File: src/rtl/jacm_pkg.sv
// ----------------------------------------------------------------------------
// jacm_pkg
// Shared widths, register indexes, reset values and helpers for the
// calibrated joystick axis mapper.
// ----------------------------------------------------------------------------
package jacm_pkg;

  // Channel payload widths
  localparam int unsigned SAMPLE_W   = 10;
  localparam int unsigned VALUE_W    = 8;
  localparam int unsigned MARGIN_W   = 9;
  localparam int unsigned CFG_IDX_W  = 3;
  localparam int unsigned CFG_DATA_W = 10;

  localparam int unsigned INDEX_SPAN_DEF = 512;

  // Signed working width for index arithmetic (covers -1533..1533)
  localparam int unsigned CAL_W  = 12;
  // Map product magnitude (up to 1022 * 127), divisor magnitude, product width
  localparam int unsigned NUM_W  = 17;
  localparam int unsigned DEN_W  = 11;
  localparam int unsigned PROD_W = 20;
  // Map gain of 127 is built as (x << 7) - x
  localparam int unsigned GAIN_SHIFT = 7;

  // Register indexes
  localparam logic [CFG_IDX_W-1:0] CFG_AXIS_MIN    = 3'd0;
  localparam logic [CFG_IDX_W-1:0] CFG_AXIS_MID    = 3'd1;
  localparam logic [CFG_IDX_W-1:0] CFG_AXIS_MAX    = 3'd2;
  localparam logic [CFG_IDX_W-1:0] CFG_EARLY_STOP  = 3'd3;
  localparam logic [CFG_IDX_W-1:0] CFG_DEAD_BAND   = 3'd4;
  localparam logic [CFG_IDX_W-1:0] CFG_INVERT_AXIS = 3'd5;

  // Register reset values
  localparam logic [SAMPLE_W-1:0] AXIS_MIN_RST   = 10'd330;
  localparam logic [SAMPLE_W-1:0] AXIS_MID_RST   = 10'd512;
  localparam logic [SAMPLE_W-1:0] AXIS_MAX_RST   = 10'd830;
  localparam logic [MARGIN_W-1:0] EARLY_STOP_RST = 9'd30;
  localparam logic [MARGIN_W-1:0] DEAD_BAND_RST  = 9'd10;

  localparam logic [SAMPLE_W-1:0] SAMPLE_MAX   = 10'd1023;
  localparam logic [VALUE_W-1:0]  VALUE_LOW    = 8'd0;
  localparam logic [VALUE_W-1:0]  VALUE_CENTRE = 8'd127;
  localparam logic [VALUE_W-1:0]  VALUE_FULL   = 8'd254;

  typedef enum logic [1:0] {
    OVR_NONE,
    OVR_ZERO,
    OVR_CENTRE,
    OVR_FULL
  } ovr_e;

  // (a - b) / 2, truncating toward zero
  function automatic logic signed [CAL_W-1:0] half_diff(
    input logic [SAMPLE_W-1:0] a,
    input logic [SAMPLE_W-1:0] b
  );
    logic signed [CAL_W-1:0] d;
    d = $signed({2'b00, a}) - $signed({2'b00, b});
    return (d + $signed({{(CAL_W-1){1'b0}}, d[CAL_W-1]})) >>> 1;
  endfunction

endpackage

File: src/rtl/jacm_if.sv
// ----------------------------------------------------------------------------
// jacm channel interfaces
// Valid/ready channels for samples, results and register writes.
// ----------------------------------------------------------------------------
interface jacm_sample_if
  import jacm_pkg::*;
();
  logic                valid;
  logic                ready;
  logic [SAMPLE_W-1:0] raw_sample;

  modport source (output valid, output raw_sample, input ready);
  modport sink   (input valid, input raw_sample, output ready);
endinterface

interface jacm_result_if
  import jacm_pkg::*;
();
  logic               valid;
  logic               ready;
  logic [VALUE_W-1:0] axis_value;
  logic               index_clamped;

  modport source (output valid, output axis_value, output index_clamped, input ready);
  modport sink   (input valid, input axis_value, input index_clamped, output ready);
endinterface

interface jacm_cfg_if
  import jacm_pkg::*;
();
  logic                  valid;
  logic                  ready;
  logic [CFG_IDX_W-1:0]  index;
  logic [CFG_DATA_W-1:0] data;

  modport source (output valid, output index, output data, input ready);
  modport sink   (input valid, input index, input data, output ready);
endinterface

File: src/rtl/joystick_axis_calibrated_map.sv
// Each accepted sample beat passes stages A, B and C, the divider stages and the
// final stage to its result beat on the output register; one sample per cycle sustained while result_o.ready holds.
// The 17-stage restoring divider (one quotient bit per stage) sets the depth.
// Stages advance independently, so bubbles close up while the output stalls.
// Reset empties the pipeline and loads the default calibration registers.
// ----------------------------------------------------------------------------
// joystick_axis_calibrated_map
// Maps a 10-bit stick sample onto a calibrated 0..254 axis value with end
// margins, a centre dead band and saturation.
// ----------------------------------------------------------------------------
module joystick_axis_calibrated_map
  import jacm_pkg::*;
#(
  parameter int unsigned INDEX_SPAN = INDEX_SPAN_DEF
) (
  input  logic          clk_i,
  input  logic          rst_ni,
  jacm_sample_if.sink   sample_i,
  jacm_result_if.source result_o,
  jacm_cfg_if.sink      cfg_i
);

  localparam int unsigned IDX_W    = $clog2(INDEX_SPAN);
  localparam int unsigned DIV_BASE = 3;
  localparam int unsigned NSTG     = NUM_W + 4;
  localparam int unsigned LAST     = NSTG - 1;

  typedef struct packed {
    logic neg;
    logic den_zero;
    logic upper;
    ovr_e ovr;
    logic clamped;
  } side_t;

  // Calibration registers
  logic [SAMPLE_W-1:0] axis_min_q, axis_mid_q, axis_max_q;
  logic [MARGIN_W-1:0] early_stop_q, dead_band_q;
  logic                invert_q;

  assign cfg_i.ready = 1'b1;

  always_ff @(posedge clk_i or negedge rst_ni) begin
    if (!rst_ni) begin
      axis_min_q   <= AXIS_MIN_RST;
      axis_mid_q   <= AXIS_MID_RST;
      axis_max_q   <= AXIS_MAX_RST;
      early_stop_q <= EARLY_STOP_RST;
      dead_band_q  <= DEAD_BAND_RST;
      invert_q     <= 1'b0;
    end else if (cfg_i.valid) begin
      unique case (cfg_i.index)
        CFG_AXIS_MIN:    axis_min_q   <= cfg_i.data;
        CFG_AXIS_MID:    axis_mid_q   <= cfg_i.data;
        CFG_AXIS_MAX:    axis_max_q   <= cfg_i.data;
        CFG_EARLY_STOP:  early_stop_q <= cfg_i.data[MARGIN_W-1:0];
        CFG_DEAD_BAND:   dead_band_q  <= cfg_i.data[MARGIN_W-1:0];
        CFG_INVERT_AXIS: invert_q     <= cfg_i.data[0];
        default: ;
      endcase
    end
  end

  // Stage valids and per-stage advance
  logic [NSTG-1:0] valid_q;
  logic [NSTG-1:0] en;
  logic [NSTG-1:0] valid_in;

  always_comb begin
    en[LAST] = !valid_q[LAST] || result_o.ready;
    for (int k = int'(LAST) - 1; k >= 0; k--) begin
      en[k] = !valid_q[k] || en[k+1];
    end
  end

  assign valid_in       = {valid_q[NSTG-2:0], sample_i.valid};
  assign sample_i.ready = en[0];

  always_ff @(posedge clk_i or negedge rst_ni) begin
    if (!rst_ni) begin
      valid_q <= '0;
    end else begin
      valid_q <= (en & valid_in) | (~en & valid_q);
    end
  end

  // Stage A: invert, offset, halve, clamp
  logic signed [CAL_W-1:0] a_half;
  logic [SAMPLE_W-1:0]     a_sample;
  logic [IDX_W-1:0]        a_idx_d, a_idx_q;
  logic                    a_clamp_d, a_clamp_q;

  always_comb begin
    a_sample  = invert_q ? SAMPLE_MAX - sample_i.raw_sample : sample_i.raw_sample;
    a_half    = half_diff(a_sample, axis_min_q);
    a_idx_d   = a_half[IDX_W-1:0];
    a_clamp_d = 1'b0;
    if (a_half[CAL_W-1]) begin
      a_idx_d   = '0;
      a_clamp_d = 1'b1;
    end else if (a_half > $signed(CAL_W'(INDEX_SPAN - 1))) begin
      a_idx_d   = IDX_W'(INDEX_SPAN - 1);
      a_clamp_d = 1'b1;
    end
  end

  always_ff @(posedge clk_i) begin
    if (en[0]) begin
      a_idx_q   <= a_idx_d;
      a_clamp_q <= a_clamp_d;
    end
  end

  // Stage B: pick the half, its map operands and any forced value
  logic signed [CAL_W-1:0] b_idx, b_cm, b_cx, b_es, b_db, b_lo_den, b_hi_lo;
  logic signed [CAL_W-1:0] b_x_d, b_x_q, b_den_d, b_den_q;
  logic                    b_upper_d, b_upper_q, b_clamp_q;
  ovr_e                    b_ovr_d, b_ovr_q;

  always_comb begin
    b_idx    = $signed(CAL_W'(a_idx_q));
    b_cm     = half_diff(axis_mid_q, axis_min_q);
    b_cx     = half_diff(axis_max_q, axis_min_q);
    b_es     = $signed(CAL_W'(early_stop_q));
    b_db     = $signed(CAL_W'(dead_band_q));
    b_lo_den = b_cm - b_db;
    b_hi_lo  = b_cm + b_db;
    if (b_idx < b_cm) begin
      b_upper_d = 1'b0;
      b_x_d     = b_idx;
      b_den_d   = b_lo_den;
      b_ovr_d   = (b_idx > b_es) ? OVR_NONE : OVR_ZERO;
    end else begin
      b_upper_d = 1'b1;
      b_x_d     = b_idx - b_hi_lo;
      b_den_d   = b_cx - b_hi_lo;
      b_ovr_d   = (b_idx < b_cx - b_es) ? OVR_NONE : OVR_FULL;
    end
    // dead band wins over everything
    if (b_idx < b_hi_lo && b_idx > b_lo_den) begin
      b_ovr_d = OVR_CENTRE;
    end
  end

  always_ff @(posedge clk_i) begin
    if (en[1]) begin
      b_x_q     <= b_x_d;
      b_den_q   <= b_den_d;
      b_upper_q <= b_upper_d;
      b_ovr_q   <= b_ovr_d;
      b_clamp_q <= a_clamp_q;
    end
  end

  // Stage C: scale by the gain, split into sign and magnitudes
  logic signed [PROD_W-1:0] c_px, c_prod, c_prod_abs;
  logic signed [CAL_W-1:0]  c_den_abs;
  logic [NUM_W-1:0]         c_num_q;
  logic [DEN_W-1:0]         c_den_q;
  side_t                    c_side_d, c_side_q;

  always_comb begin
    c_px       = {{(PROD_W-CAL_W){b_x_q[CAL_W-1]}}, b_x_q};
    c_prod     = (c_px <<< GAIN_SHIFT) - c_px;
    c_prod_abs = c_prod[PROD_W-1] ? -c_prod : c_prod;
    c_den_abs  = b_den_q[CAL_W-1] ? -b_den_q : b_den_q;
    c_side_d.neg      = c_prod[PROD_W-1] ^ b_den_q[CAL_W-1];
    c_side_d.den_zero = (b_den_q == '0);
    c_side_d.upper    = b_upper_q;
    c_side_d.ovr      = b_ovr_q;
    c_side_d.clamped  = b_clamp_q;
  end

  always_ff @(posedge clk_i) begin
    if (en[2]) begin
      c_num_q  <= c_prod_abs[NUM_W-1:0];
      c_den_q  <= c_den_abs[DEN_W-1:0];
      c_side_q <= c_side_d;
    end
  end

  // Restoring divider: one quotient bit per stage, quotient shifts into the
  // dividend register as the dividend shifts out
  logic [NUM_W-1:0] div_nq_q   [NUM_W];
  logic [DEN_W-1:0] div_rem_q  [NUM_W];
  logic [DEN_W-1:0] div_den_q  [NUM_W];
  side_t            div_side_q [NUM_W];

  for (genvar j = 0; j < NUM_W; j++) begin : g_div
    logic [NUM_W-1:0] nq_in;
    logic [DEN_W-1:0] rem_in, den_in;
    side_t            side_in;
    logic [DEN_W:0]   trial;
    logic             ge;

    if (j == 0) begin : g_first
      assign nq_in   = c_num_q;
      assign rem_in  = '0;
      assign den_in  = c_den_q;
      assign side_in = c_side_q;
    end else begin : g_next
      assign nq_in   = div_nq_q[j-1];
      assign rem_in  = div_rem_q[j-1];
      assign den_in  = div_den_q[j-1];
      assign side_in = div_side_q[j-1];
    end

    assign trial = {rem_in, nq_in[NUM_W-1]};
    assign ge    = (trial >= {1'b0, den_in});

    always_ff @(posedge clk_i) begin
      if (en[DIV_BASE+j]) begin
        div_nq_q[j]   <= {nq_in[NUM_W-2:0], ge};
        div_rem_q[j]  <= ge ? DEN_W'(trial - {1'b0, den_in}) : trial[DEN_W-1:0];
        div_den_q[j]  <= den_in;
        div_side_q[j] <= side_in;
      end
    end
  end

  // Final stage: sign, offset, saturate, apply forced values
  side_t                    f_side;
  logic signed [PROD_W-1:0] f_q, f_base, f_v;
  logic [VALUE_W-1:0]       f_value_d, f_value_q;
  logic                     f_clamp_q;

  always_comb begin
    f_side = div_side_q[NUM_W-1];
    f_q    = $signed({{(PROD_W-NUM_W){1'b0}}, div_nq_q[NUM_W-1]});
    f_base = f_side.upper ? $signed({{(PROD_W-VALUE_W){1'b0}}, VALUE_CENTRE}) : '0;
    if (f_side.neg) begin
      f_q = -f_q;
    end
    f_v = f_side.den_zero ? f_base : f_q + f_base;
    priority if (f_v < 0) begin
      f_value_d = VALUE_LOW;
    end else if (f_v > $signed({{(PROD_W-VALUE_W){1'b0}}, VALUE_FULL})) begin
      f_value_d = VALUE_FULL;
    end else begin
      f_value_d = f_v[VALUE_W-1:0];
    end
    unique case (f_side.ovr)
      OVR_ZERO:   f_value_d = VALUE_LOW;
      OVR_CENTRE: f_value_d = VALUE_CENTRE;
      OVR_FULL:   f_value_d = VALUE_FULL;
      default: ;
    endcase
  end

  always_ff @(posedge clk_i) begin
    if (en[LAST]) begin
      f_value_q <= f_value_d;
      f_clamp_q <= f_side.clamped;
    end
  end

  assign result_o.valid         = valid_q[LAST];
  assign result_o.axis_value    = f_value_q;
  assign result_o.index_clamped = f_clamp_q;

endmodule
File: src/flat_wrapper.sv
// flat-port wrapper written by rule: the top's interface ports become plain ports
module joystick_axis_calibrated_map_flat import jacm_pkg::*;
#(
  parameter int unsigned INDEX_SPAN = INDEX_SPAN_DEF
)
  (clk_i, rst_ni, sample_i_valid, sample_i_raw_sample, sample_i_ready, result_o_valid, result_o_axis_value, result_o_index_clamped, result_o_ready, cfg_i_valid, cfg_i_index, cfg_i_data, cfg_i_ready);
  jacm_sample_if sample_i_i ();
  jacm_result_if result_o_i ();
  jacm_cfg_if cfg_i_i ();
  input  logic clk_i;
  input  logic rst_ni;
  input wire logic [$bits(sample_i_i.valid)-1:0] sample_i_valid;
  input wire logic [$bits(sample_i_i.raw_sample)-1:0] sample_i_raw_sample;
  output wire logic [$bits(sample_i_i.ready)-1:0] sample_i_ready;
  output wire logic [$bits(result_o_i.valid)-1:0] result_o_valid;
  output wire logic [$bits(result_o_i.axis_value)-1:0] result_o_axis_value;
  output wire logic [$bits(result_o_i.index_clamped)-1:0] result_o_index_clamped;
  input wire logic [$bits(result_o_i.ready)-1:0] result_o_ready;
  input wire logic [$bits(cfg_i_i.valid)-1:0] cfg_i_valid;
  input wire logic [$bits(cfg_i_i.index)-1:0] cfg_i_index;
  input wire logic [$bits(cfg_i_i.data)-1:0] cfg_i_data;
  output wire logic [$bits(cfg_i_i.ready)-1:0] cfg_i_ready;
  assign sample_i_i.valid = sample_i_valid;
  assign sample_i_i.raw_sample = sample_i_raw_sample;
  assign sample_i_ready = sample_i_i.ready;
  assign result_o_valid = result_o_i.valid;
  assign result_o_axis_value = result_o_i.axis_value;
  assign result_o_index_clamped = result_o_i.index_clamped;
  assign result_o_i.ready = result_o_ready;
  assign cfg_i_i.valid = cfg_i_valid;
  assign cfg_i_i.index = cfg_i_index;
  assign cfg_i_i.data = cfg_i_data;
  assign cfg_i_ready = cfg_i_i.ready;
  joystick_axis_calibrated_map #(.INDEX_SPAN(INDEX_SPAN)) u_core (.clk_i(clk_i), .rst_ni(rst_ni), .sample_i(sample_i_i), .result_o(result_o_i), .cfg_i(cfg_i_i));
endmodule
File: config.mk
export PLATFORM = sky130hd
export DESIGN_NAME = joystick_axis_calibrated_map_flat
export DESIGN_NICKNAME = d
export VERILOG_FILES = /design/src/rtl/jacm_pkg.sv /design/src/rtl/jacm_if.sv /design/src/rtl/joystick_axis_calibrated_map.sv /design/src/flat_wrapper.sv
export SDC_FILE = /design/constraint.sdc
export NUM_CORES = 2
export LEC_CHECK = 0
export ABC_AREA = 1
export BUFFER_PORTS_ARGS = -buffer_cell sky130_fd_sc_hd__buf_2
export CORE_AREA = 2 2 287 289
export CTS_CLUSTER_SIZE = 20
export DETAILED_ROUTE_END_ITERATION = 8
export DIE_AREA = 0 0 289 291
export PLACE_DENSITY = 0.8
export SETUP_SLACK_MARGIN = 0.5
export SYNTH_ARGS = -nofsm -noshare
export SYNTH_HDL_FRONTEND = slang
export SYNTH_SLANG_ARGS = --single-unit
File: constraint.sdc
create_clock -name clk_i -period 15.7 [get_ports clk_i]
set_clock_uncertainty 0.05 [all_clocks]
set_input_delay 0.785 -clock clk_i [delete_from_list [all_inputs] [get_ports clk_i]]
set_output_delay 0.785 -clock clk_i [all_outputs]
set_load 0.005 [all_outputs]
[Word level (Yosys, flattened, before mapping)]
Memory sizes are Yosys's and may differ from the RTL's.
Cells that the tools add are included.
Storage, ports and cells
  word-level logic and storage cells: 219
  bits in writable memories: 765
  output and inout port bits: 12
  memories kept: 4
  register bits after elaboration: 151
Operators by class
  muxes and demuxes: 68
  bitwise logic cells: 5
  reductions and logical operators: 51
  magnitude comparators: 25
  $add $sub $neg: 34
  eq/ne operators: 8
Memories
  u_core.div_nq_q: depth 17, bits a word 17, read ports 17, clocked after Yosys merged registers in 0, wr ports 17, line joystick_axis_calibrated_map.sv:184  | logic [NUM_W-1:0] div_nq_q [NUM_W];
  u_core.div_den_q: depth 17, bits a word 11, read ports 16, clocked after Yosys merged registers in 0, wr ports 17, line joystick_axis_calibrated_map.sv:186  | logic [DEN_W-1:0] div_den_q [NUM_W];
  u_core.div_rem_q: depth 17, bits a word 11, read ports 16, clocked after Yosys merged registers in 0, wr ports 17, line joystick_axis_calibrated_map.sv:185  | logic [DEN_W-1:0] div_rem_q [NUM_W];
  u_core.div_side_q: depth 17, bits a word 6, read ports 17, clocked after Yosys merged registers in 0, wr ports 17, line joystick_axis_calibrated_map.sv:187  | side_t div_side_q [NUM_W];
Operators by type and width (count)
  11-bit two-way mux: 18
  12-bit by 11-bit >= comparator with 1-bit output: 16
  11-bit subtractor: 16
  21-bit AND: 2
  20-bit two-way mux: 2
  1-bit two-way mux: 37
  11-bit by 2-bit adder with 12-bit output: 3
  10-bit by 10-bit subtractor with 11-bit output: 3
  10-bit by 12-bit less-than comparator with 1-bit output: 2
  8-bit case mux with 3 select lines: 1
  11-bit by 10-bit subtractor with 12-bit output: 2
  1-bit zero test: 21
  1-bit logical OR: 21
  21-bit inverter: 1
  21-bit OR: 1
  20-bit adder: 1
  20-bit by 9-bit > comparator with 1-bit output (second input constant): 1
  20-bit by 1-bit less-than comparator with 1-bit output (second input constant): 1
  17-bit negation with 20-bit output: 1
  19-bit by 12-bit subtractor with 20-bit output: 1
  9-bit two-way mux: 2
  17-bit two-way mux: 1
  17-bit negation: 1
  8-bit two-way mux: 2
  25 further kinds: 34

[Logic depth before layout (Yosys ltp)]
  depth in word-level cells: 25
  mapped depth: 38
  gate-level depth less buffers: 37

[Least setup slack after synthesis]
Ideal clock, no wire load.
  path type: input to output
  start: in result_o_ready
  end: out sample_i_ready
  path buffers: 0
  cell stages on the path: 18
  required time: 14865 ps
  data arrival time: 5440 ps
  slack: 9425 ps
  cell sequence: nor2_4 > nand4_4 > nor2_4 > nand2_4 > nor2_4 > nand2_4 > nor2_4 > nand2_4 > nor2_4 > nand2_4 > nor2_4 > nand2_4 > nor2_4 > nand2_4 > nor2_4 > nand2_4 > nor2_8 > nand3_4
On the way
  word-level cells in the longest chain between the ends: 21
Ends and longest elaborated chain
  from (decl): line flat_wrapper.sv:18  | input wire logic [$bits(result_o_i.ready)-1:0] result_o_ready;
  1-bit logical OR: line joystick_axis_calibrated_map.sv:70  | en[LAST] = !valid_q[LAST] || result_o.ready;
  1-bit logical OR (3 in series): line joystick_axis_calibrated_map.sv:72  | en[k] = !valid_q[k] || en[k+1];
  via u_core.en[17]: line joystick_axis_calibrated_map.sv:66  | logic [NSTG-1:0] en;
  1-bit logical OR (2 in series): line joystick_axis_calibrated_map.sv:72
  via u_core.en[15]: line joystick_axis_calibrated_map.sv:66
  1-bit logical OR (15 in series): line joystick_axis_calibrated_map.sv:72
  to (decl): line flat_wrapper.sv:14  | output wire logic [$bits(sample_i_i.ready)-1:0] sample_i_ready;
The timed path passes the listed nets, and every way through them passes these cells.

==> metrics <==
synth unique cells 57; antenna-violating nets left 0; Die Area 84100 um^2; Adder-Cell Fraction of Synth Area 0.0967; commonest cells in the synthesized netlist 824 x edfxtp_1, 636 x inv_1, 576 x nand2_1; flops & latches, synth 894; post-CTS resize count 0; Final Hold Viols 0; Initial Util 0.544; number of synthesized flops with an enable pin 824; drt drc 0; diodes inserted 0; # hold bufs at CTS 0; Synth Area in Compound Gates 0.0831; CTS Buf Count 86; Mapped Cells 3978; Placed Cells 5054; synth top area cells edfxtp_1 56%, ha_1 8.6%, inv_1 5.4%; ys async rst share 0.0783; Die H 291 um; Port Buffer Count 38; highest clock rate approximately 130 MHz; Num Clock Sinks 894; buffer count from post-CTS setup fixing 0; wire length per cell about 15 um; CTS tree done; vias in the first global route ~28000; Register-to-Register Path Depth 19; critical path class register to primary output; Worst Path Max Fanout 47; core area between 80000 and 90000 um^2; Std-Cell Rows around 110; Skew-Pair Late Insertion Delay roughly 0.66 ns; hold crit path type input port to asynchronous set/reset pin; most common cell in the netlist edfxtp_1; main combinational cell family by area after synthesis simple AND/OR/NAND/NOR gates; All-Layer GR Usage 0.194; register-to-register setup slack between 8 and 9 ns; status completed; gr ovfl total 0; vias 27700; CTS Buffer Depth 3; normalized max-slew margin 0.251; Iter 0 DRT Violations 1759; fin. max-slew vios 0; CP Data Required Time 14.87 ns; Die W 289 um; layout cells sized above 1 0.0627; Root Driver clkbuf_16; max_cap viols 0; end of the worst register-to-register path u_core.b_upper_q; largest net degree at the start of global routing 71; Final Setup Violations 0; Critical Path AT 6.97 ns; I/O Pins 40; CTS H-tree lvls 3; fin nets 4428; Cell Area, Synth about 44000 um^2; Slew @ Worst Pin 1.12 ns; post-synth top area share 0.560; Avg Inst Size Synth 11.1 um^2; crit start category register; leading area contributor after synthesis edfxtp_1; drt via density 5.31; Worst-path clk slew around 0.060 ns; XOR/XNOR Fraction of Synth Area 0.0488; Area growth syn-to-layout 9.87%; CP endpoint kind primary output; Synth Net Count between 4000 and 5000; post-layout min period 7.81 ns; RSZ-0062 raised after global routing false; drt total wl 80800 um; area share of and/or/nand/nor cells after synthesis 0.111; initial antenna violation count 0; fin crit share 0.497; Yosys warnings 0; setup tns final 0 ns; RD Place Congestion 0.914; Layout Cells excl Fill approximately 5200; Post-synth top flop edfxtp_1; register area share after synthesis 0.600; mux contribution to synthesized area 0.000255; first-pass GRT wire length 132000 um; detailed placement HPWL 57100 um; Pre-antenna DRT Iters 6; hold_ws 0.270 ns
==> per-stage QoR <==
step                utilization  cell area (um^2)  worst slack [ns]
finish                    0.598             48500              7.89
global route              0.598             48500              7.10
CTS                       0.597             48500              7.62
detailed placement        0.562             45600              7.92
global placement          0.562             45600              8.15
floorplan                     -             44200              9.42
==> worst max-delay path by stage <==
stage | depth (start not counted) | endpoint | slack (ns) | from
2_1_floorplan | 18 | sample_i_ready | 9.42 | result_o_ready
3_3_place_gp | 20 | sample_i_ready | 8.15 | result_o_ready
4_1_cts | 20 | sample_i_ready | 7.62 | register
3_5_place_dp | 20 | sample_i_ready | 7.92 | result_o_ready
5_1_grt | 20 | sample_i_ready | 7.10 | register
6_report | 20 | sample_i_ready | 7.89 | register
==> layout by cell type, fill, tap and decap left out, drive strengths merged, types with 24 or more instances in the layout <==
cell | netlist | final
dfrtp | 52 | 52
nand2 | 588 | 588
o21ai | 164 | 164
o21bai | 27 | 27
nor2 | 350 | 350
a21oi | 354 | 354
nand3 | 124 | 124
inv | 644 | 650
nor3 | 26 | 26
xnor2 | 71 | 71
clkbuf | 43 | 107
xor2 | 174 | 174
edfxtp | 824 | 824
buf | 8 | 58
o221ai | 25 | 25
ha | 303 | 303
fa | 24 | 24
clkinv | 1 | 35
==> layout make-up <==
class	instances	area, um^2
repair buffers	58	363
clock buffers	107	2280
multi-input cells	2388	15000
clock inverters	52	582
inverters	645	2420
well taps	1070	1340
fillers	6154	32700
flip-flops and latches	894	26500
==> critical path, cell delays in order (launching register included) <==
cell and delay (ns):
dfrtp_1 0.35, inv_1 0.07, nor2_4 0.15, nand4_4 0.63
nor2_4 0.35, nand2_4 0.37, nor2_4 0.26, nand2_4 0.35
nor2_4 0.25, nand2_4 0.36, nor2_4 0.27, nand2_4 0.37
nor2_4 0.26, nand2_4 0.35, nor2_4 0.25, nand2_4 0.33
nor2_4 0.25, nand2_4 0.37, nor2_8 0.25, nand3_4 0.20
buf_2 0.20
==> sequential cells by signal, indices dropped and copies added (netlist names), named ones only <==
name and count:
u_core.div_nq_q 289, u_core.div_den_q 176, u_core.div_rem_q 176, u_core.div_side_q 102
u_core.c_num_q 17, u_core.b_den_q 12, u_core.b_x_q 12, u_core.c_den_q 11
u_core.axis_max_q 10, u_core.axis_mid_q 10, u_core.axis_min_q 10, u_core.a_idx_q 9
u_core.dead_band_q 9, u_core.early_stop_q 9, u_core.result_o.axis_value 8, u_core.c_side_q 6
u_core.b_ovr_q 2, u_core.a_clamp_q 1, u_core.b_clamp_q 1, u_core.b_upper_q 1
u_core.invert_q 1, u_core.result_o.index_clamped 1
==> kinds of logic (layout without fill, tap and decap cells) <==
group                    Yosys count  in the layout
AO/OA/AOI/OAI                    659            659
XOR/XNOR                         245            245
adder cells (fa/ha/maj)          327            327
buffers and inverters            696            862
flip-flops                       894            894
multiplexers                       1              1
other                              1              1
AND/OR/NAND/NOR                 1155           1155
==> metal layers <==
metal  global-route usage  share of wire  vias up
li1                     -              -    13700
met1                0.220           0.39    13000
met2                0.361           0.52      696
met3               0.0291          0.045      215
met4               0.0816          0.039        0
met5                    0              0        -
Power is not shown: default switching activity piles up to over one toggle a cycle in this logic, so the estimate is an artifact.
